==> src/hdl/hrlp_pkg.sv <==
// Shared types and constants of the request-line parser.
package hrlp_pkg;

  // Path store geometry: two banks of one message path each
  localparam int PATH_IDX_W      = 6;
  localparam int STORE_DEPTH     = 64;
  localparam int BANKS           = 2;
  localparam int ADDR_W          = 7;
  localparam int PATH_HARD_LIMIT = 63;
  localparam int MIN_BYTES       = 4;
  localparam int NUM_METHODS     = 5;

  // Method codes
  localparam logic [2:0] METH_GET    = 3'd0;
  localparam logic [2:0] METH_POST   = 3'd1;
  localparam logic [2:0] METH_PUT    = 3'd2;
  localparam logic [2:0] METH_DELETE = 3'd3;
  localparam logic [2:0] METH_PATCH  = 3'd4;

  // Path terminators
  localparam logic [7:0] CH_SPACE = 8'h20;
  localparam logic [7:0] CH_QMARK = 8'h3F;
  localparam logic [7:0] CH_CR    = 8'h0D;

  localparam logic [NUM_METHODS-1:0] ALL_CANDIDATES = '1;

  // Descriptor of one finished message, front to back
  typedef struct packed {
    logic                  accepted;
    logic [2:0]            method_code;
    logic [PATH_IDX_W-1:0] path_length;
    logic [8:0]            msg_size;
    logic                  bank;
  } desc_t;

  // Bank release, back to front
  typedef struct packed {
    logic valid;
    logic bank;
  } rel_t;

  // Path store write port
  typedef struct packed {
    logic              en;
    logic [ADDR_W-1:0] addr;
    logic [7:0]        data;
  } wr_t;

  // One result item
  typedef struct packed {
    logic                  accepted;
    logic [2:0]            method_code;
    logic [PATH_IDX_W-1:0] path_length;
    logic [8:0]            msg_size;
    logic [7:0]            path_char;
    logic                  path_char_valid;
    logic                  run_last;
  } out_item_t;

  // Token byte at a position; tokens are left-aligned in 56 bits
  function automatic logic [7:0] method_tok(input logic [2:0] m, input logic [2:0] pos);
    logic [55:0] s;
    logic [55:0] sh;
    unique case (m)
      METH_GET:    s = {8'h47, 8'h45, 8'h54, 8'h20, 24'h0};
      METH_POST:   s = {8'h50, 8'h4F, 8'h53, 8'h54, 8'h20, 16'h0};
      METH_PUT:    s = {8'h50, 8'h55, 8'h54, 8'h20, 24'h0};
      METH_DELETE: s = {8'h44, 8'h45, 8'h4C, 8'h45, 8'h54, 8'h45, 8'h20};
      METH_PATCH:  s = {8'h50, 8'h41, 8'h54, 8'h43, 8'h48, 8'h20, 8'h0};
      default:     s = '0;
    endcase
    sh = s << {pos, 3'b000};
    return sh[55:48];
  endfunction

  // Token length including the trailing space
  function automatic logic [2:0] method_len(input logic [2:0] m);
    logic [2:0] l;
    unique case (m)
      METH_GET:    l = 3'd4;
      METH_POST:   l = 3'd5;
      METH_PUT:    l = 3'd4;
      METH_DELETE: l = 3'd7;
      METH_PATCH:  l = 3'd6;
      default:     l = 3'd0;
    endcase
    return l;
  endfunction

endpackage

==> src/hdl/hrlp_if.sv <==
// Valid/ready channel interfaces for message bytes and result items.
interface hrlp_in_if;
  logic       valid;
  logic       ready;
  logic [7:0] data_byte;
  logic       first_byte;
  logic       last_byte;

  modport source(output valid, data_byte, first_byte, last_byte, input ready);
  modport sink(input valid, data_byte, first_byte, last_byte, output ready);
endinterface

interface hrlp_out_if;
  logic       valid;
  logic       ready;
  logic       accepted;
  logic [2:0] method_code;
  logic [5:0] path_length;
  logic [8:0] msg_size;
  logic [7:0] path_char;
  logic       path_char_valid;
  logic       run_last;

  modport source(output valid, accepted, method_code, path_length, msg_size,
                 path_char, path_char_valid, run_last, input ready);
  modport sink(input valid, accepted, method_code, path_length, msg_size,
               path_char, path_char_valid, run_last, output ready);
endinterface

==> src/hdl/hrlp_ram.sv <==
// Generic single-write, single-read RAM with registered read data.
module hrlp_ram #(
  parameter int WIDTH = 8,
  parameter int DEPTH = 128
) (
  input  logic                     clk,
  input  logic                     we,
  input  logic [$clog2(DEPTH)-1:0] waddr,
  input  logic [WIDTH-1:0]         wdata,
  input  logic                     re,
  input  logic [$clog2(DEPTH)-1:0] raddr,
  output logic [WIDTH-1:0]         rdata
);

  logic [WIDTH-1:0] mem [DEPTH];

  always_ff @(posedge clk) begin
    if (we) begin
      mem[waddr] <= wdata;
    end
    if (re) begin
      rdata <= mem[raddr];
    end
  end

endmodule

==> src/hdl/hrlp_front.sv <==
// Front end: byte counting, method match, path capture and message verdict.
module hrlp_front #(
  parameter int MAX_MESSAGE_BYTES = 256,
  parameter int PATH_MAX_BYTES    = 63
) (
  input  logic            clk,
  input  logic            rst_n,
  hrlp_in_if.sink         in_ch,
  input  logic            q_full,
  input  hrlp_pkg::rel_t  rel,
  output logic            q_push,
  output hrlp_pkg::desc_t q_desc,
  output hrlp_pkg::wr_t   ram_wr
);

  localparam int CW   = $clog2(MAX_MESSAGE_BYTES + 1);
  localparam int PLIM = (PATH_MAX_BYTES > hrlp_pkg::PATH_HARD_LIMIT) ?
                        hrlp_pkg::PATH_HARD_LIMIT : PATH_MAX_BYTES;
  localparam logic [CW-1:0] MAX_CNT = CW'(MAX_MESSAGE_BYTES);
  localparam logic [CW-1:0] MIN_CNT = CW'(hrlp_pkg::MIN_BYTES);
  localparam logic [hrlp_pkg::PATH_IDX_W-1:0] PLIM_V = hrlp_pkg::PATH_IDX_W'(PLIM);

  logic [CW-1:0]                       cnt_r, cnt_nxt, s_cnt;
  logic                                tl_r, tl_nxt, s_tl;
  logic [hrlp_pkg::NUM_METHODS-1:0]    cand_r, cand_nxt, s_cand;
  logic [2:0]                          meth_r, meth_nxt, s_meth;
  logic                                mv_r, mv_nxt, s_mv;
  logic [hrlp_pkg::PATH_IDX_W-1:0]     pcnt_r, pcnt_nxt, s_pcnt;
  logic                                pc_r, pc_nxt, s_pc;
  logic                                wr_bank_r;
  logic [hrlp_pkg::BANKS-1:0]          busy_r, busy_nxt;
  logic                                acc;
  logic                                term;
  logic                                reject;
  logic [2:0]                          mlen;

  assign acc = in_ch.valid && in_ch.ready;
  assign in_ch.ready = !busy_r[wr_bank_r] && !q_full;

  // Start of message clears the running state before the byte is taken
  always_comb begin
    s_cnt  = in_ch.first_byte ? '0 : cnt_r;
    s_tl   = in_ch.first_byte ? 1'b0 : tl_r;
    s_cand = in_ch.first_byte ? hrlp_pkg::ALL_CANDIDATES : cand_r;
    s_meth = in_ch.first_byte ? 3'd0 : meth_r;
    s_mv   = in_ch.first_byte ? 1'b0 : mv_r;
    s_pcnt = in_ch.first_byte ? '0 : pcnt_r;
    s_pc   = in_ch.first_byte ? 1'b0 : pc_r;
  end

  // Byte processing
  always_comb begin
    cnt_nxt  = s_cnt;
    tl_nxt   = s_tl;
    cand_nxt = s_cand;
    meth_nxt = s_meth;
    mv_nxt   = s_mv;
    pcnt_nxt = s_pcnt;
    pc_nxt   = s_pc;
    mlen     = 3'd0;
    ram_wr.en   = 1'b0;
    ram_wr.addr = {wr_bank_r, s_pcnt};
    ram_wr.data = in_ch.data_byte;
    term = (in_ch.data_byte == hrlp_pkg::CH_SPACE) ||
           (in_ch.data_byte == hrlp_pkg::CH_QMARK) ||
           (in_ch.data_byte == hrlp_pkg::CH_CR);
    if (s_cnt >= MAX_CNT) begin
      tl_nxt = 1'b1;
    end else begin
      cnt_nxt = s_cnt + CW'(1);
      if (s_mv) begin
        // path capture
        if (!s_pc) begin
          if (term || s_pcnt >= PLIM_V) begin
            pc_nxt = 1'b1;
          end else begin
            ram_wr.en = acc;
            pcnt_nxt  = s_pcnt + hrlp_pkg::PATH_IDX_W'(1);
          end
        end
      end else begin
        // method token match over the live candidates
        for (int i = 0; i < hrlp_pkg::NUM_METHODS; i++) begin
          mlen = hrlp_pkg::method_len(3'(i));
          if (s_cand[i]) begin
            if (s_cnt >= CW'(mlen) ||
                in_ch.data_byte != hrlp_pkg::method_tok(3'(i), s_cnt[2:0])) begin
              cand_nxt[i] = 1'b0;
            end else if (s_cnt + CW'(1) == CW'(mlen)) begin
              meth_nxt = 3'(i);
              mv_nxt   = 1'b1;
            end
          end
        end
      end
    end
  end

  // Verdict at the last byte
  always_comb begin
    reject = tl_nxt || (cnt_nxt < MIN_CNT) || !mv_nxt;
    q_push = acc && in_ch.last_byte;
    q_desc.accepted    = !reject;
    q_desc.method_code = reject ? 3'd0 : meth_nxt;
    q_desc.path_length = reject ? '0 : pcnt_nxt;
    q_desc.msg_size    = reject ? 9'd0 : 9'(cnt_nxt);
    q_desc.bank        = wr_bank_r;
  end

  // Bank ownership: set when a message is handed over, cleared on release
  always_comb begin
    busy_nxt = busy_r;
    if (rel.valid) begin
      busy_nxt[rel.bank] = 1'b0;
    end
    if (q_push) begin
      busy_nxt[wr_bank_r] = 1'b1;
    end
  end

  always_ff @(posedge clk) begin
    if (!rst_n) begin
      cnt_r     <= '0;
      tl_r      <= 1'b0;
      cand_r    <= hrlp_pkg::ALL_CANDIDATES;
      meth_r    <= 3'd0;
      mv_r      <= 1'b0;
      pcnt_r    <= '0;
      pc_r      <= 1'b0;
      wr_bank_r <= 1'b0;
      busy_r    <= '0;
    end else begin
      busy_r <= busy_nxt;
      if (acc) begin
        if (in_ch.last_byte) begin
          cnt_r     <= '0;
          tl_r      <= 1'b0;
          cand_r    <= hrlp_pkg::ALL_CANDIDATES;
          meth_r    <= 3'd0;
          mv_r      <= 1'b0;
          pcnt_r    <= '0;
          pc_r      <= 1'b0;
          wr_bank_r <= !wr_bank_r;
        end else begin
          cnt_r  <= cnt_nxt;
          tl_r   <= tl_nxt;
          cand_r <= cand_nxt;
          meth_r <= meth_nxt;
          mv_r   <= mv_nxt;
          pcnt_r <= pcnt_nxt;
          pc_r   <= pc_nxt;
        end
      end
    end
  end

endmodule

==> src/hdl/hrlp_queue.sv <==
// Two-entry descriptor queue between front and back.
module hrlp_queue (
  input  logic            clk,
  input  logic            rst_n,
  input  logic            push,
  input  hrlp_pkg::desc_t push_desc,
  output logic            full,
  input  logic            pop,
  output logic            valid,
  output hrlp_pkg::desc_t head
);

  hrlp_pkg::desc_t mem_r [2];
  logic            wp_r, rp_r;
  logic [1:0]      cnt_r;

  assign full  = (cnt_r == 2'd2);
  assign valid = (cnt_r != 2'd0);
  assign head  = mem_r[rp_r];

  // payload
  always_ff @(posedge clk) begin
    if (push) begin
      mem_r[wp_r] <= push_desc;
    end
  end

  // pointers and fill count
  always_ff @(posedge clk) begin
    if (!rst_n) begin
      wp_r  <= 1'b0;
      rp_r  <= 1'b0;
      cnt_r <= 2'd0;
    end else begin
      if (push) begin
        wp_r <= !wp_r;
      end
      if (pop) begin
        rp_r <= !rp_r;
      end
      cnt_r <= cnt_r + {1'b0, push} - {1'b0, pop};
    end
  end

endmodule

==> src/hdl/hrlp_back.sv <==
// Back end: reads a message's path out of the store and emits the result run.
module hrlp_back (
  input  logic                          clk,
  input  logic                          rst_n,
  input  logic                          q_valid,
  input  hrlp_pkg::desc_t               q_head,
  output logic                          q_pop,
  output hrlp_pkg::rel_t                rel,
  output logic                          ram_re,
  output logic [hrlp_pkg::ADDR_W-1:0]   ram_raddr,
  input  logic [7:0]                    ram_rdata,
  hrlp_out_if.source                    out_ch
);

  logic [hrlp_pkg::PATH_IDX_W-1:0] k_r;
  logic [hrlp_pkg::PATH_IDX_W-1:0] n_eff;
  logic                            s1_valid_r;
  hrlp_pkg::out_item_t             s1_item_r;
  hrlp_pkg::out_item_t             push_item;
  hrlp_pkg::out_item_t             ofifo_r [2];
  hrlp_pkg::out_item_t             head_item;
  logic                            owp_r, orp_r;
  logic [1:0]                      ocnt_r;
  logic [1:0]                      occ;
  logic                            pop;
  logic                            room;
  logic                            issue;
  logic                            issue_last;

  // Issue one store read per path byte, or one bare item for an empty path, while the output side has room
  always_comb begin
    n_eff      = (q_head.path_length == '0) ? hrlp_pkg::PATH_IDX_W'(1) : q_head.path_length;
    pop        = out_ch.valid && out_ch.ready;
    occ        = ocnt_r + {1'b0, s1_valid_r};
    room       = (occ - {1'b0, pop}) < 2'd2;
    issue      = q_valid && room;
    issue_last = (k_r + hrlp_pkg::PATH_IDX_W'(1)) == n_eff;
    q_pop      = issue && issue_last;
    rel.valid  = q_pop;
    rel.bank   = q_head.bank;
    ram_re     = issue && (q_head.path_length != '0);
    ram_raddr  = {q_head.bank, k_r};
  end

  // Read data joins the item in the cycle after issue
  always_comb begin
    push_item = s1_item_r;
    push_item.path_char = s1_item_r.path_char_valid ? ram_rdata : 8'd0;
  end

  assign head_item              = ofifo_r[orp_r];
  assign out_ch.valid           = (ocnt_r != 2'd0);
  assign out_ch.accepted        = head_item.accepted;
  assign out_ch.method_code     = head_item.method_code;
  assign out_ch.path_length     = head_item.path_length;
  assign out_ch.msg_size        = head_item.msg_size;
  assign out_ch.path_char       = head_item.path_char;
  assign out_ch.path_char_valid = head_item.path_char_valid;
  assign out_ch.run_last        = head_item.run_last;

  // payload registers
  always_ff @(posedge clk) begin
    if (issue) begin
      s1_item_r.accepted        <= q_head.accepted;
      s1_item_r.method_code     <= q_head.method_code;
      s1_item_r.path_length     <= q_head.path_length;
      s1_item_r.msg_size        <= q_head.msg_size;
      s1_item_r.path_char       <= 8'd0;
      s1_item_r.path_char_valid <= (q_head.path_length != '0);
      s1_item_r.run_last        <= issue_last;
    end
    if (s1_valid_r) begin
      ofifo_r[owp_r] <= push_item;
    end
  end

  // control
  always_ff @(posedge clk) begin
    if (!rst_n) begin
      k_r        <= '0;
      s1_valid_r <= 1'b0;
      owp_r      <= 1'b0;
      orp_r      <= 1'b0;
      ocnt_r     <= 2'd0;
    end else begin
      s1_valid_r <= issue;
      if (issue) begin
        k_r <= issue_last ? '0 : k_r + hrlp_pkg::PATH_IDX_W'(1);
      end
      if (s1_valid_r) begin
        owp_r <= !owp_r;
      end
      if (pop) begin
        orp_r <= !orp_r;
      end
      ocnt_r <= ocnt_r + {1'b0, s1_valid_r} - {1'b0, pop};
    end
  end

endmodule

==> src/hdl/http_request_line_parser_unit.sv <==
// Top level of the request-line parser: front end, descriptor queue, path store, back end.
//
// in_ch carries one message byte per item with first_byte/last_byte marks.
// out_ch carries the results of a message after its last byte: one item per
// path byte (up to 63), or one item when the path is empty or the message is
// rejected. run_last marks the final item of a message.
// Throughput: one input byte per cycle while in_ch.ready is high.
// Results leave at one per cycle while out_ch.ready is high.
// The first result of a message passes through the descriptor queue, the store read
// and the output register before out_ch offers it.
// The path store holds two banks, one per message in flight; in_ch.ready drops
// while the bank the next message would write is still held by a queued or draining
// message, so a message may start only while at most one earlier message is being drained.
// A stall on out_ch fills the two-entry output buffer, then stops store reads,
// then, once both banks are held, stops input.
// Reset (rst_n low, synchronous) empties the queue and buffers and clears the
// message state; the path store itself is not cleared and needs no sweep.
module http_request_line_parser_unit #(
  parameter int MAX_MESSAGE_BYTES = 256,
  parameter int PATH_MAX_BYTES    = 63
) (
  input logic        clk,
  input logic        rst_n,
  hrlp_in_if.sink    in_ch,
  hrlp_out_if.source out_ch
);

  logic                          q_push, q_full, q_pop, q_valid;
  hrlp_pkg::desc_t               q_desc, q_head;
  hrlp_pkg::rel_t                rel;
  hrlp_pkg::wr_t                 ram_wr;
  logic                          ram_re;
  logic [hrlp_pkg::ADDR_W-1:0]   ram_raddr;
  logic [7:0]                    ram_rdata;

  hrlp_front #(
    .MAX_MESSAGE_BYTES(MAX_MESSAGE_BYTES),
    .PATH_MAX_BYTES   (PATH_MAX_BYTES)
  ) u_front (
    .clk   (clk),
    .rst_n (rst_n),
    .in_ch (in_ch),
    .q_full(q_full),
    .rel   (rel),
    .q_push(q_push),
    .q_desc(q_desc),
    .ram_wr(ram_wr)
  );

  hrlp_queue u_queue (
    .clk      (clk),
    .rst_n    (rst_n),
    .push     (q_push),
    .push_desc(q_desc),
    .full     (q_full),
    .pop      (q_pop),
    .valid    (q_valid),
    .head     (q_head)
  );

  hrlp_ram #(
    .WIDTH(8),
    .DEPTH(hrlp_pkg::BANKS * hrlp_pkg::STORE_DEPTH)
  ) u_store (
    .clk  (clk),
    .we   (ram_wr.en),
    .waddr(ram_wr.addr),
    .wdata(ram_wr.data),
    .re   (ram_re),
    .raddr(ram_raddr),
    .rdata(ram_rdata)
  );

  hrlp_back u_back (
    .clk      (clk),
    .rst_n    (rst_n),
    .q_valid  (q_valid),
    .q_head   (q_head),
    .q_pop    (q_pop),
    .rel      (rel),
    .ram_re   (ram_re),
    .ram_raddr(ram_raddr),
    .ram_rdata(ram_rdata),
    .out_ch   (out_ch)
  );

  // A message is never handed over into a full queue
  a_no_push_full: assert property (@(posedge clk) disable iff (!rst_n)
    q_push |-> !q_full)
    else $error("descriptor pushed into full queue");

  // A bank is released only while its descriptor sits at the queue head
  a_rel_head: assert property (@(posedge clk) disable iff (!rst_n)
    rel.valid |-> (q_valid && rel.bank == q_head.bank))
    else $error("bank released without a queued message");

  // An item without a path byte is always the only item of its message
  a_nochar_last: assert property (@(posedge clk) disable iff (!rst_n)
    out_ch.valid && !out_ch.path_char_valid |-> out_ch.run_last)
    else $error("empty-path item not marked last");

  // Rejected messages carry no size, path or method
  a_reject_zero: assert property (@(posedge clk) disable iff (!rst_n)
    out_ch.valid && !out_ch.accepted |->
      (out_ch.path_length == 6'd0 && out_ch.msg_size == 9'd0 &&
       out_ch.method_code == 3'd0 && !out_ch.path_char_valid))
    else $error("rejected item has nonzero fields");

endmodule

==> src/flat_wrapper.sv <==
// flat-port wrapper written by rule: the top's interface ports become plain ports
module http_request_line_parser_unit_flat 
#(
  parameter int MAX_MESSAGE_BYTES = 256,
  parameter int PATH_MAX_BYTES    = 63
)
  (clk, rst_n, in_ch_valid, in_ch_data_byte, in_ch_first_byte, in_ch_last_byte, in_ch_ready, out_ch_valid, out_ch_accepted, out_ch_method_code, out_ch_path_length, out_ch_msg_size, out_ch_path_char, out_ch_path_char_valid, out_ch_run_last, out_ch_ready);
  hrlp_in_if in_ch_i ();
  hrlp_out_if out_ch_i ();
  input logic clk;
  input logic rst_n;
  input wire logic [$bits(in_ch_i.valid)-1:0] in_ch_valid;
  input wire logic [$bits(in_ch_i.data_byte)-1:0] in_ch_data_byte;
  input wire logic [$bits(in_ch_i.first_byte)-1:0] in_ch_first_byte;
  input wire logic [$bits(in_ch_i.last_byte)-1:0] in_ch_last_byte;
  output wire logic [$bits(in_ch_i.ready)-1:0] in_ch_ready;
  output wire logic [$bits(out_ch_i.valid)-1:0] out_ch_valid;
  output wire logic [$bits(out_ch_i.accepted)-1:0] out_ch_accepted;
  output wire logic [$bits(out_ch_i.method_code)-1:0] out_ch_method_code;
  output wire logic [$bits(out_ch_i.path_length)-1:0] out_ch_path_length;
  output wire logic [$bits(out_ch_i.msg_size)-1:0] out_ch_msg_size;
  output wire logic [$bits(out_ch_i.path_char)-1:0] out_ch_path_char;
  output wire logic [$bits(out_ch_i.path_char_valid)-1:0] out_ch_path_char_valid;
  output wire logic [$bits(out_ch_i.run_last)-1:0] out_ch_run_last;
  input wire logic [$bits(out_ch_i.ready)-1:0] out_ch_ready;
  assign in_ch_i.valid = in_ch_valid;
  assign in_ch_i.data_byte = in_ch_data_byte;
  assign in_ch_i.first_byte = in_ch_first_byte;
  assign in_ch_i.last_byte = in_ch_last_byte;
  assign in_ch_ready = in_ch_i.ready;
  assign out_ch_valid = out_ch_i.valid;
  assign out_ch_accepted = out_ch_i.accepted;
  assign out_ch_method_code = out_ch_i.method_code;
  assign out_ch_path_length = out_ch_i.path_length;
  assign out_ch_msg_size = out_ch_i.msg_size;
  assign out_ch_path_char = out_ch_i.path_char;
  assign out_ch_path_char_valid = out_ch_i.path_char_valid;
  assign out_ch_run_last = out_ch_i.run_last;
  assign out_ch_i.ready = out_ch_ready;
  http_request_line_parser_unit #(.MAX_MESSAGE_BYTES(MAX_MESSAGE_BYTES), .PATH_MAX_BYTES(PATH_MAX_BYTES)) u_core (.clk(clk), .rst_n(rst_n), .in_ch(in_ch_i), .out_ch(out_ch_i));
endmodule
==> config.mk <==
export PLATFORM = sky130hd
export DESIGN_NAME = http_request_line_parser_unit_flat
export DESIGN_NICKNAME = d
export VERILOG_FILES = /design/src/hdl/hrlp_pkg.sv /design/src/hdl/hrlp_if.sv /design/src/hdl/hrlp_ram.sv /design/src/hdl/hrlp_front.sv /design/src/hdl/hrlp_queue.sv /design/src/hdl/hrlp_back.sv /design/src/hdl/http_request_line_parser_unit.sv /design/src/flat_wrapper.sv
export SDC_FILE = /design/constraint.sdc
export NUM_CORES = 1
export LEC_CHECK = 0
export BUFFER_PORTS_ARGS = -buffer_cell sky130_fd_sc_hd__buf_4
export CAP_MARGIN = 20
export CORE_MARGIN = 1.5
export CORE_UTILIZATION = 60
export CTS_CLUSTER_DIAMETER = 100
export DETAILED_ROUTE_END_ITERATION = 10
export PLACE_DENSITY = 0.82
export SLEW_MARGIN = 30
export SYNTH_ARGS = -nofsm -noshare
export SYNTH_HDL_FRONTEND = slang
export SYNTH_SLANG_ARGS = --single-unit
==> constraint.sdc <==
create_clock -name clk -period 6.5 [get_ports clk]
set_input_delay 0.325 -clock clk [delete_from_list [all_inputs] [get_ports clk]]
set_output_delay 0.325 -clock clk [all_outputs]
set_load 0.005 [all_outputs]
## Word level (Yosys, flattened, before mapping)

Memory sizes are Yosys's and may differ from the RTL's. A register that Yosys moved wholly into a read port is not among the register bits.
Cells that the tools add are included.

- Add/subtract/negate cells: 7
- $lt $le $gt $ge: 12
- Equal/unequal tests: 14
- Shift-type cells: 5
- Mux-type cells: 125
- Bitwise operators: 3
- Reduce and logical (&&, ||, !) cells: 33

Operator list:

| operator | number |
|---|---|
| $mux W56 | 15 |
| $shl A56 B6 Y56 | 5 |
| $mux W3 | 30 |
| $mux W1 | 58 |
| $mux W6 | 9 |
| $ne A8 B8 Y1 | 5 |
| $eq A9 B3 Y1 | 4 |
| $ge A9 B3 Y1 | 4 |
| $mux W9 | 4 |
| $mux W5 | 4 |
| $eq A8 B6 Y1 const B | 2 |
| $add A6 B1 Y6 const B | 2 |
| $logic_or A1 B1 Y1 | 10 |
| $add A9 B1 Y9 const B | 1 |
| $ge A9 B9 Y1 const B | 1 |
| $logic_and A1 B1 Y1 | 9 |
| $logic_not A1 Y1 | 9 |
| $lt A9 B3 Y1 const B | 1 |
| $eq A8 B4 Y1 const B | 1 |
| $mux W8 | 1 |
| $eq A6 B6 Y1 | 1 |
| $ge A6 B6 Y1 const B | 1 |
| $logic_not A6 Y1 | 1 |
| $reduce_bool A6 Y1 | 1 |
| other kinds (13) | 20 |

- Flip-flop bits (word level): 65
- Bits in writable memories: 1,122
- Input bits: 14
- Logic and storage cells: 225
- Memories: 3

Memories:

| memory | words | bits a word | read ports | clocked after Yosys merged registers in | wr ports | line | text |
|---|---|---|---|---|---|---|---|
| u_core.u_store.mem | 128 | 8 | 1 | 1 | 1 | hrlp_ram.sv:15 | `logic [WIDTH-1:0] mem [DEPTH];` |
| u_core.u_back.ofifo_r | 2 | 29 | 1 | 1 | 1 | hrlp_back.sv:20 | `hrlp_pkg::out_item_t ofifo_r [2];` |
| u_core.u_queue.mem_r | 2 | 20 | 1 | 1 | 1 | hrlp_queue.sv:13 | `hrlp_pkg::desc_t mem_r [2];` |

## Logic depth before layout (Yosys ltp)

- Depth after elaboration: 28
- Gate-level depth with buffers: 16
- Depth with buffers taken out: 15

## Cells and area by module

Synthesis repeated with hierarchy kept, for this count alone.

- Cell total of the unflattened synthesis: 2,345
- Area, all modules: 48,012.3 sq um

Modules (own cells, without submodules):

| module | instances | cells each | area an instance (sq um) |
|---|---|---|---|
| hrlp_ram | 1 | 1,635 | 39,745.6 |
| hrlp_back | 1 | 203 | 3,503.4 |
| hrlp_front | 1 | 424 | 3,094.2 |
| hrlp_queue | 1 | 83 | 1,669.1 |

## Worst setup path before layout

No wires, ideal clock.

- Kind: input to register
- From: in in_ch_first_byte
- To: mem u_core.u_queue.mem_r[0][5] (netlist name) (data pin)
- Setup time: 0.155 ns
- Arrival: 3.630 ns
- Setup slack: 2.714 ns
- Stages on the path: 14
- Buffers on the path: 8
- Cells stage by stage: buf_2 > buf_4 > buf_2 > buf_2 > buf_1 > buf_1 > nor2_1 > ha_1 > or4_4 > buf_6 > nor4_4 > o41ai_4 > buf_6 > nor3_4

RTL lines:

| what | line | text |
|---|---|---|
| start: declaration | flat_wrapper.sv:14 | `input wire logic [$bits(in_ch_i.first_byte)-1:0] in_ch_first_byte;` |
| end: declaration | hrlp_queue.sv:13 |  |

## Worst setup path in the final report

- From: reg u_core.u_front.pcnt_r[0] (netlist name)
- To: mem u_core.u_store.mem[2][3], enable pin

- Longest elaborated chain between the ends: 9

Ends and longest elaborated chain:

| what | line | text |
|---|---|---|
| start: declaration | hrlp_front.sv:28 | `logic [hrlp_pkg::PATH_IDX_W-1:0] pcnt_r, pcnt_nxt, s_pcnt;` |
| start signal: assignment | hrlp_front.sv:150 | `pcnt_r <= pcnt_nxt;` |
| $mux W6 (*) | hrlp_front.sv:47 | `s_pcnt = in_ch.first_byte ? '0 : pcnt_r;` |
| $ge A6 B6 Y1 | hrlp_front.sv:74 | `if (term \|\| s_pcnt >= PLIM_V) begin` |
| $logic_or A1 B1 Y1 | hrlp_front.sv:74 |  |
| $mux W1 | hrlp_front.sv:74 |  |
| $mux W1 | hrlp_front.sv:73 | `if (!s_pc) begin` |
| $mux W1 | hrlp_front.sv:71 | `if (s_mv) begin` |
| $mux W1 | hrlp_front.sv:67 | `if (s_cnt >= MAX_CNT) begin` |
| $mux W1 | hrlp_ram.sv:18 | `if (we) begin` |
| $mux W1 (not written as such) | hrlp_ram.sv:19 | `mem[waddr] <= wdata;` |
| end: declaration | hrlp_ram.sv:15 |  |

Every way passes the cells marked *; elsewhere a longest branch is shown, timed or not.

==> flow_summary.yaml <==
drt:
  wl_per_cell_um: 33.6
  first_iter_violations: 3855
  vias_per_cell: 7.07
  ant_nets: 0
  drc: 0
  wl_met3_um: 14000
  routed-via-count: 25419
  wl_met1_um: 42700
  wl_um: 121000
  dr.pass1.iters: 5
  wl_met2_um: 58500
  top_layer: "met5"
final_layout:
  drive_gt1_frac: 0.264
  n_fill_cell: 4574
  mostFrequentLayoutCells: "edfxtp_1, mux4_2, nor2_1"
  num-nets-final: 2472
  mostFrequentLayoutCell: "edfxtp_1"
  multi_input_area_um2: 11900
  register_area_um2: 35500
  area_delta_synth_final_pct: 10.7
placement:
  place_ws_ns: 1.59
  numPortBuffers: 44
  gp_congestion: 0.928
  hpwl_um: 67000
die:
  io_pins: 45
  die_y_um: 286
  die_area_um2: 81800
  die_w_um: 286
  core_um2: 79100
  initial_core_util: 0.607
  core.rowCount: 103
min_path:
  worstHoldPathType: "primary input to flip-flop"
  hp-start: "in_ch_data_byte[2]"
synth:
  netlist_area_um2: 48100
  syn-mean-instance-area_um2: 20.0
  syn_nets: 2418
  ys.flop_type: "edfxtp_1"
  ys_seq_area_frac: 0.738
  netlist_instances: 2397
  ys_ff_latch: 1197
  yosys_warnings: 0
  ys_async_sr_fraction: 0
  yosysUniqueCellTypes: 81
  synth_edf_count: 1151
global_routing:
  grt_max_degree: 132
  grtUsageTotal: 0.301
  grt-ovfl-total: 0
  antenna_found_initial: 5
  grt_pass1_vias: 25006
  grt_pass1_wl_um: 177000
clock_network:
  cts_resized: 0
  numCtsBuffers: 109
  postCtsSetupBuffers: 0
  clk-insertion-delay-late_ns: 0.70
  holdBufCountCts: 0
  cts-root-to-sink-buffers: 3
  cts_root_buf: "clkbuf_16"
  htreeDepth: 3
  cts_tree: "done"
  cts_sinks: 1197
  clk_pin_slew_ns: 0.07
worst_setup_path:
  slowest_stage: "nor4_4"
  critPathCaptureType: "flip-flop"
  cp-start-kind: "flip-flop"
  rr_worst_depth: 9
  rr_startpoint: "u_core.u_front.pcnt_r[0]"
  reg2reg_to: "u_core.u_store.mem[2][3]"
  cp.depth: 9
  criticalPathCategory: "flip-flop to flip-flop"
  arrival_ns: 5.11
  cp_top_family: "simple AND/OR/NAND/NOR gates"
  endpoint: "u_core.u_store.mem[2][3]"
  r2r_setup_slack_ns: 1.70
  crit_fanout: 17
  cp.required_ns: 6.81
  path_cells: "nor2b_1, ha_1, and2_1, and3_1, nor4_4, nor4b_2, nand2_1, buf_4, nor2_1"
  critPathLaunch: "u_core.u_front.pcnt_r[0]"
  critPathBufInv: 1
  cpPeakStageDelay_ns: 0.81
sta:
  relSlewSlack: 0.345
  rsz0062_at_grt: "no"
  fin_crit_ns: 4.80
  post-route-period-util: 0.738
  maxSlewViolCount: 0
  fmax_mhz: 208
  tightest_slew_ns: 0.980
  setup_viol: 0
  skew_ns: 0.0212
  timing.setup.tns_ns: 0
  finalHoldViolations: 0
  setup_ws_ns: 1.70
power_and_ir_drop:
  leakage_nw: 16.0
  p_per_area_nw_per_um2: 316
  ir_drop_uv: 243
status:
  outcome: "completed"
job:
  cap_violations: 0
layer usage:
layer,vias to the layer above,global-route usage
met5,-,0
met4,6,0.124
met3,348,0.0680
met2,2097,0.475
met1,13035,0.412
li1,9933,-
flip-flops by register name (all words and copies together) (netlist names), 2 cells and up, named ones only:
register,count
u_core.u_store.rdata,8
u_core.u_front.meth_r,3
u_core.u_back.push_item,21
u_core.u_back.k_r,6
u_core.u_front.cnt_r,9
u_core.u_queue.cnt_r,2
u_core.u_front.pcnt_r,6
u_core.u_queue.mem_r,40
u_core.u_front.busy_r,2
u_core.u_store.mem,1024
u_core.u_back.ofifo_r,58
u_core.u_back.ocnt_r,2
u_core.u_front.cand_r,5
how the worst min path moves through the flow:
stage | slack [ns] | cells past startpoint | end
after floorplan | 0.42 | 0 | u_core.u_back.ofifo_r[0][0]
after global placement | 0.42 | 0 | u_core.u_back.ofifo_r[0][19]
after detailed placement | 0.43 | 0 | u_core.u_back.ofifo_r[0][17]
after CTS | 0.004 | 1 | u_core.u_store.mem[17][2]
after global routing | 0.02 | 1 | u_core.u_store.mem[17][2]
final | 0.04 | 1 | u_core.u_store.mem[17][2]
stage by stage:
step           power [mW]  std cells  utilization  hold WS (ns)  instance area (um2)
2_1_floorplan        9.78       2397            -         0.421                48100
3_3_place_gp         10.3       3384        0.624         0.425                49400
3_5_place_dp         10.3       3387        0.625         0.432                49500
4_1_cts              16.8       3592        0.671       0.00371                53100
5_1_grt              17.2       3595        0.672        0.0186                53200
6_report             16.8       3596        0.672        0.0394                53200
cell usage after synthesis, drive strengths merged (19+ instances only):
cell type     n  area share
edfxtp     1151        0.72
mux4        320        0.15
nor2        183       0.014
clkbuf       76      0.0059
buf          66      0.0072
nand2        65      0.0052
mux2         52       0.012
dfxtp        46       0.019
nor2b        35      0.0046
mux2i        34      0.0071
and2         30      0.0039
nor3         25      0.0028
o21ai        24      0.0025
a21oi        23      0.0028
nand3        21      0.0022
inv          19      0.0015
xnor2        19      0.0035
cells by family (layout without fill, tap and decap cells):
logic type	count (synthesis)	in the layout	share of synthesized area
flip-flops	1197	1197	0.738
AND/OR/NAND/NOR	444	444	0.0468
multiplexers	406	406	0.169
buffers and inverters	161	309	0.0147
AO/OA/AOI/OAI	150	150	0.0230
XOR/XNOR	32	32	0.00612
adder cells (fa/ha/maj)	7	7	0.00182
other	0	1	0
power breakdown:
| group | leakage, nW | switching [mW] | internal [mW] |
|---|---|---|---|
| clock network | 1.76 | 2.91 | 3.68 |
| logic | 3.54 | 0.821 | 0.739 |
| registers | 10.7 | 0.110 | 8.54 |
| total | 16.0 | 3.84 | 13.0 |
layout make-up:
cell class                      count  area share
Sequential cell                  1197       0.667
Multi-Input combinational cell   1039       0.224
Clock buffer                      129      0.0545
Tap cell                         1050      0.0247
Timing Repair Buffer               85      0.0143
Clock inverter                     76      0.0139
Inverter                           19     0.00134
Antenna cell                        1   0.0000470
(Power assumes the default switching activity.)
